===== config.mk =====
export PLATFORM = sky130hd
export DESIGN_NAME = int_min_max_normalize_to_byte
export DESIGN_NICKNAME = d
export VERILOG_FILES = /design/src/design/mmnb_pkg.sv /design/src/design/mmnb_stats.sv /design/src/design/mmnb_cell.sv /design/src/design/int_min_max_normalize_to_byte.sv
export SDC_FILE = /design/constraint.sdc
export NUM_CORES = 2
export LEC_CHECK = 0
export BUFFER_PORTS_ARGS = -buffer_cell sky130_fd_sc_hd__buf_2
export CAP_MARGIN = 20
export CORE_AREA = 3 3 453 455
export DETAILED_ROUTE_END_ITERATION = 10
export DIE_AREA = 0 0 456 458
export HOLD_SLACK_MARGIN = 0.1
export SLEW_MARGIN = 10
export SYNTH_ARGS = -nofsm -noshare
export SYNTH_HDL_FRONTEND = slang
export SYNTH_HIERARCHICAL = 1
export SYNTH_SLANG_ARGS = --single-unit

===== constraint.sdc =====
create_clock -name clock -period 19.2 [get_ports clock]
set_clock_uncertainty 0.15 [all_clocks]
set_input_delay 0.96 -clock clock [delete_from_list [all_inputs] [get_ports clock]]
set_output_delay 0.96 -clock clock [all_outputs]
set_load 0.005 [all_outputs]

===== src/design/mmnb_pkg.sv =====
`timescale 1ns / 1ps
// Package for the min/max contrast stretch block: op codes, word types and constants.
// It depends on nothing; every module of the block imports it.
package mmnb_pkg;

   localparam int MaxRows = 4096;
   localparam int MaxCols = 4096;
   localparam int QuotBits = 8;

   localparam logic signed [31:0] MinReset = 32'sh7FFF_FFFF;
   localparam logic signed [31:0] MaxReset = 32'sh8000_0000;
   localparam logic [7:0] FullScale = 8'd255;

   typedef enum logic [1:0] {
      OP_RESTART = 2'd0,
      OP_SCAN    = 2'd1,
      OP_CONVERT = 2'd2
   } op_type;

   typedef struct packed {
      logic [1:0]         op;
      logic signed [31:0] pixel_value;
      logic [11:0]        pixel_row;
      logic [11:0]        pixel_col;
   } req_word_type;

   typedef struct packed {
      logic [7:0]         scaled_pixel;
      logic signed [31:0] min_value;
      logic signed [31:0] max_value;
      logic [11:0]        min_row;
      logic [11:0]        min_col;
      logic [11:0]        max_row;
      logic [11:0]        max_col;
   } rsp_word_type;

   typedef struct packed {
      logic signed [31:0] min_value;
      logic signed [31:0] max_value;
      logic [11:0]        min_row;
      logic [11:0]        min_col;
      logic [11:0]        max_row;
      logic [11:0]        max_col;
   } stats_type;

   localparam stats_type StatsReset = '{
      min_value: MinReset,
      max_value: MaxReset,
      min_row:   12'd0,
      min_col:   12'd0,
      max_row:   12'd0,
      max_col:   12'd0
   };

   typedef struct packed {
      logic          valid;
      logic          fixed;
      logic [7:0]    fixed_pixel;
      logic [31:0]   numer;
      logic [31:0]   divisor;
      stats_type     stats;
   } pre_word_type;

   typedef struct packed {
      logic                valid;
      logic                fixed;
      logic [7:0]          fixed_pixel;
      logic [31:0]         partial;
      logic [QuotBits-1:0] low_bits;
      logic [31:0]         divisor;
      logic [QuotBits-1:0] quotient;
      stats_type           stats;
   } cell_word_type;

endpackage


===== src/design/mmnb_stats.sv =====
`timescale 1ns / 1ps
// Running minimum and maximum with the positions where each was first seen.
// Depends on mmnb_pkg.
module mmnb_stats (
   input  logic                      clock,
   input  logic                      reset,
   input  logic                      accept,
   input  mmnb_pkg::req_word_type    req_word,
   output mmnb_pkg::stats_type       stats_cur,
   output mmnb_pkg::stats_type       stats_nxt
);
   import mmnb_pkg::*;

   stats_type stats_ff;
   stats_type stats_in;
   logic      in_range;

   assign in_range = ({20'd0, req_word.pixel_row} < 32'(MaxRows)) &&
                     ({20'd0, req_word.pixel_col} < 32'(MaxCols));

   always_comb begin
      stats_in = stats_ff;
      case (op_type'(req_word.op))
         OP_RESTART: begin
            stats_in = StatsReset;
         end
         OP_SCAN: begin
            if (in_range) begin
               if (req_word.pixel_value > stats_ff.max_value) begin
                  stats_in.max_value = req_word.pixel_value;
                  stats_in.max_row   = req_word.pixel_row;
                  stats_in.max_col   = req_word.pixel_col;
               end
               if (req_word.pixel_value < stats_ff.min_value) begin
                  stats_in.min_value = req_word.pixel_value;
                  stats_in.min_row   = req_word.pixel_row;
                  stats_in.min_col   = req_word.pixel_col;
               end
            end
         end
         default: begin
            stats_in = stats_ff;
         end
      endcase
   end

   always_ff @(posedge clock) begin
      if (reset) begin
         stats_ff <= StatsReset;
      end else if (accept) begin
         stats_ff <= stats_in;
      end
   end

   assign stats_cur = stats_ff;
   assign stats_nxt = stats_in;

endmodule


===== src/design/mmnb_cell.sv =====
`timescale 1ns / 1ps
// One cell of the restoring divider chain: it settles one quotient bit per word.
// Depends on mmnb_pkg.
module mmnb_cell (
   input  logic                     clock,
   input  logic                     reset,
   input  logic                     advance,
   input  mmnb_pkg::cell_word_type  cell_in_word,
   output mmnb_pkg::cell_word_type  cell_out_word
);
   import mmnb_pkg::*;

   cell_word_type word_ff;
   cell_word_type word_in;
   logic [32:0]   trial;
   logic [32:0]   wide_div;
   logic          take;

   always_comb begin
      trial    = {cell_in_word.partial, cell_in_word.low_bits[QuotBits-1]};
      wide_div = {1'b0, cell_in_word.divisor};
      take     = trial >= wide_div;
      word_in  = cell_in_word;
      word_in.partial  = take ? 32'(trial - wide_div) : trial[31:0];
      word_in.low_bits = {cell_in_word.low_bits[QuotBits-2:0], 1'b0};
      word_in.quotient = {cell_in_word.quotient[QuotBits-2:0], take};
   end

   always_ff @(posedge clock) begin
      if (reset) begin
         word_ff.valid <= 1'b0;
      end else if (advance) begin
         word_ff <= word_in;
      end
   end

   assign cell_out_word = word_ff;

endmodule


===== src/design/int_min_max_normalize_to_byte.sv =====
`timescale 1ns / 1ps
// Top level of the min/max contrast stretch; depends on mmnb_pkg, mmnb_stats and mmnb_cell.
// The block takes one word per cycle unless a stalled result holds it, and passes each
// word through one entry stage, one stage that forms (v - min) * 255, and a chain of eight
// divider cells that each produce one quotient bit. A stall on a valid result freezes the
// whole chain, and the input is stalled for as long as the result waits. Every result
// carries the statistics as they stand after its own word.
module int_min_max_normalize_to_byte (
   input  logic                    clock,
   input  logic                    reset,
   input  logic                    req_valid,
   output logic                    req_stall,
   input  mmnb_pkg::req_word_type  req_word,
   output logic                    rsp_valid,
   input  logic                    rsp_stall,
   output mmnb_pkg::rsp_word_type  rsp_word
);
   import mmnb_pkg::*;

   logic               advance;
   logic               accept;
   stats_type          stats_cur;
   stats_type          stats_nxt;
   pre_word_type       pre_ff;
   pre_word_type       pre_in;
   cell_word_type      head_ff;
   cell_word_type      head_in;
   cell_word_type      chain [0:QuotBits];
   logic signed [32:0] lo_ext;
   logic signed [32:0] hi_ext;
   logic signed [32:0] x_ext;
   logic signed [32:0] span;
   logic signed [32:0] offset;
   logic               flat;
   logic               below;
   logic               above;
   logic [39:0]        product;

   assign advance   = !(rsp_valid && rsp_stall);
   assign req_stall = !advance;
   assign accept    = req_valid && advance;

   mmnb_stats u_stats (
      .clock     (clock),
      .reset     (reset),
      .accept    (accept),
      .req_word  (req_word),
      .stats_cur (stats_cur),
      .stats_nxt (stats_nxt)
   );

   always_comb begin
      lo_ext = {stats_cur.min_value[31], stats_cur.min_value};
      hi_ext = {stats_cur.max_value[31], stats_cur.max_value};
      x_ext  = {req_word.pixel_value[31], req_word.pixel_value};
      span   = hi_ext - lo_ext;
      offset = x_ext - lo_ext;
      flat   = hi_ext <= lo_ext;
      below  = x_ext <= lo_ext;
      above  = x_ext >= hi_ext;
      pre_in.valid   = req_valid;
      pre_in.numer   = offset[31:0];
      pre_in.divisor = span[31:0];
      pre_in.stats   = stats_nxt;
      if (op_type'(req_word.op) == OP_CONVERT) begin
         pre_in.fixed       = flat || below || above;
         pre_in.fixed_pixel = (below && !flat) ? 8'd0 : FullScale;
      end else begin
         pre_in.fixed       = 1'b1;
         pre_in.fixed_pixel = 8'd0;
      end
   end

   always_ff @(posedge clock) begin
      if (reset) begin
         pre_ff.valid <= 1'b0;
      end else if (advance) begin
         pre_ff <= pre_in;
      end
   end

   always_comb begin
      product = {pre_ff.numer, 8'd0} - {8'd0, pre_ff.numer};
      head_in.valid       = pre_ff.valid;
      head_in.fixed       = pre_ff.fixed;
      head_in.fixed_pixel = pre_ff.fixed_pixel;
      head_in.partial     = product[39:QuotBits];
      head_in.low_bits    = product[QuotBits-1:0];
      head_in.divisor     = pre_ff.divisor;
      head_in.quotient    = '0;
      head_in.stats       = pre_ff.stats;
   end

   always_ff @(posedge clock) begin
      if (reset) begin
         head_ff.valid <= 1'b0;
      end else if (advance) begin
         head_ff <= head_in;
      end
   end

   assign chain[0] = head_ff;

   for (genvar gi = 0; gi < QuotBits; gi++) begin : g_cell
      mmnb_cell u_cell (
         .clock         (clock),
         .reset         (reset),
         .advance       (advance),
         .cell_in_word  (chain[gi]),
         .cell_out_word (chain[gi+1])
      );
   end

   always_comb begin
      rsp_valid             = chain[QuotBits].valid;
      rsp_word.scaled_pixel = chain[QuotBits].fixed ? chain[QuotBits].fixed_pixel
                                                    : chain[QuotBits].quotient;
      rsp_word.min_value    = chain[QuotBits].stats.min_value;
      rsp_word.max_value    = chain[QuotBits].stats.max_value;
      rsp_word.min_row      = chain[QuotBits].stats.min_row;
      rsp_word.min_col      = chain[QuotBits].stats.min_col;
      rsp_word.max_row      = chain[QuotBits].stats.max_row;
      rsp_word.max_col      = chain[QuotBits].stats.max_col;
   end

   a_reset_empties: assert property (@(posedge clock) reset |=> !rsp_valid)
      else $error("result valid right after reset");

   a_empty_stats: assert property (@(posedge clock) disable iff (reset)
      (stats_cur.max_value < stats_cur.min_value) |->
      (stats_cur.min_value == MinReset && stats_cur.max_value == MaxReset))
      else $error("maximum below minimum outside the empty state");

   a_quotient_range: assert property (@(posedge clock) disable iff (reset)
      (rsp_valid && !chain[QuotBits].fixed) |-> (chain[QuotBits].quotient != FullScale))
      else $error("divided result reached full scale");

endmodule


==> results.yml <==
route:
  highest_layer: "met4"
  wire_per_inst_um: 19.4
  dr_wl_met2_um: 84300
  m1WireLength_um: 80800
  finalWirelength_um: 178000
  drtAntennaViolNets: 0
  dr.pass1.iters: 6
  routed_via_density: 5.24
  dr_wl_met3_um: 7360
  drcViolationCount: 0
  drtIter0Drc: 3653
  num_vias: 48100
status:
  status: "complete, no violations"
layout:
  final_cell_area_um2: 95500
  syn_to_final_growth_pct: 11.8
  drive_above_1_share_pct: 10.1
  finalNetCount: 6857
die:
  core_um2: 202000
  io_pins: 184
  fp.dieW_um: 456
  fp-row-count: 165
  start_util_pct: 42.4
  dieArea_um2: 209000
  die_height_um: 458
logic_synthesis:
  synth_warnings: 6
  synth_area_um2: 85400
  synthCells: 6120
  mappedNetlistNets: 6631
  synth_area_per_cell_um2: 14.0
sta:
  slew_viol_final: 0
  timing.final.crit_share_pct: 24.9
  min_period_ns: 4.77
  setup_viol: 0
  tns_ns: 0
  grt_setup_unrepaired: "no"
  final-hold-violation-count: 0
  max-slew-margin-rel_pct: 29.7
  max_slew.worst_pin.slew_ns: 1.05
  fmax_mhz: 209
setup_path:
  crit_top_cell: "buf_4"
  worstSetupEndpointType: "flop"
  arrival_ns: 5.02
  slowest_delay_ns: 0.84
  cp_max_fo: 78
  critPathBufInv: 6
  path_cells: "nand2_1 -> buf_4 -> inv_1 -> nor2_4 -> buf_4 -> buf_4 -> buf_4 -> buf_4"
  cp.required_ns: 19.44
  path_class: "flop to flop"
  startpoint_type: "flop"
  cp_top_family: "buffers and inverters"
  critPathSlowestCell: "buf_4"
placed_design:
  dp_hpwl_um: 130000
  dpl_cell_area_um2: 89100
  place.port_buffers: 183
  gp_congestion: 0.885
clock_network:
  ctsHoldBuffers: 0
  cts_tree: "yes"
  post_cts_resized: 0
  cts-root-buf: "clkbuf_16"
  cts.htree.levels: 4
  clockBufferDepth: 3
  clk_latency_ns: 0.81
  numCtsBuffers: 191
  numClockSinks: 1966
  post_cts_buffers: 0
  clk_transition_reported_paths_ns: 0.06
pwr:
  power_mw: 12.6
  clkPwrFrac_pct: 29.7
  netSwitchingFraction_pct: 29.5
  ir_drop_uv: 88.7
  pwr-share-seq_pct: 44.4
  p_per_area_nw_per_um2: 132
  comb_power_share_pct: 25.8
  p_int_mw: 8.88
  p_sw_mw: 3.72
  p_leak_nw: 36.5
grt:
  antenna_found_initial: 30
  grt_pass1_wl_um: 277000
  grt_usage_pct: 16.9
  grt_pass1_vias: 47700
  grt_max_degree: 158
  grt-ovfl-total: 0
run:
  maxCapViolCount: 0
hold_path:
  hold_path.class: "flop to flop"
-- layer usage --
layer / up-vias / global-route usage [%]
li1: 23500 / -
met1: 23200 / 23.0
met2: 1159 / 28.0
met3: 327 / 2.40
met4: 0 / 5.72
met5: - / 0
-- power groups by stage --
stage	Clock (mW)	Combinational, mW	Sequential (mW)
floorplan	0	2.58	5.62
global placement	0	3.18	5.69
detailed placement	0	3.22	5.70
CTS	3.85	3.24	5.61
global route	4.05	3.61	5.65
finish	3.74	3.25	5.60
-- cells in the final DEF, fill, tap and decap left out, drive strengths merged, types with 46 or more instances in the layout --
cell type	n
edfxtp	1844
inv	546
a21oi	513
ha	440
nor2	345
nand2	294
clkbuf	238
buf	232
o21ai	206
xnor2	165
a22o	158
a21o	123
dfxtp	122
nand3	95
xor2	95
nand4	93
clkinv	77
mux2	68
o211ai	66
o21a	64
nand2b	61
o31ai	46
-- registers in the layout, indices dropped and copies added (netlist names) --
signal,count
pre_ff,32
g_cell.u_cell/cell_out_word,1488
chain,187
head_in,147
u_stats/stats_cur,112
-- area by class of cell --
cell class / count / area, um2
fill: 17400 / 106000
sequential: 1966 / 57800
multi-input combinational: 3418 / 24600
clock buffer: 238 / 5070
tap: 2672 / 3340
inverter: 537 / 2020
clock inverter: 117 / 1320
timing repair buffer: 232 / 1320
antenna: 4 / 10.0
-- stage by stage --
| stage | hold WS, ns | cells | utilization, % | worst slack [ns] |
|---|---|---|---|---|
| detailed placement | 0.255 | 8824 | 44.2 | 13.65 |
| CTS | 0.191 | 9179 | 47.4 | 14.34 |
| floorplan | 0.250 | 6120 | - | 1.32 |
| global placement | 0.251 | 8824 | 44.2 | 13.69 |
| finish | 0.253 | 9184 | 47.4 | 14.43 |
| global route | 0.221 | 9182 | 47.4 | 13.99 |
-- path summary, 6_finish.rpt --
| path | start | end | slack (ns) | depth (start not counted) |
|---|---|---|---|---|
| worst max-delay path | g_cell[7].u_cell/cell_out_word[201] | chain[1782] | 14.43 | 8 |
| worst min-delay path | chain[1725] | g_cell[0].u_cell/cell_out_word[109] | 0.25 | 0 |
| worst min register to register | chain[1725] | g_cell[0].u_cell/cell_out_word[109] | 0.25 | 0 |
| worst max register to register | g_cell[7].u_cell/cell_out_word[201] | chain[1782] | 14.43 | 8 |
(Power assumes the default switching activity.)
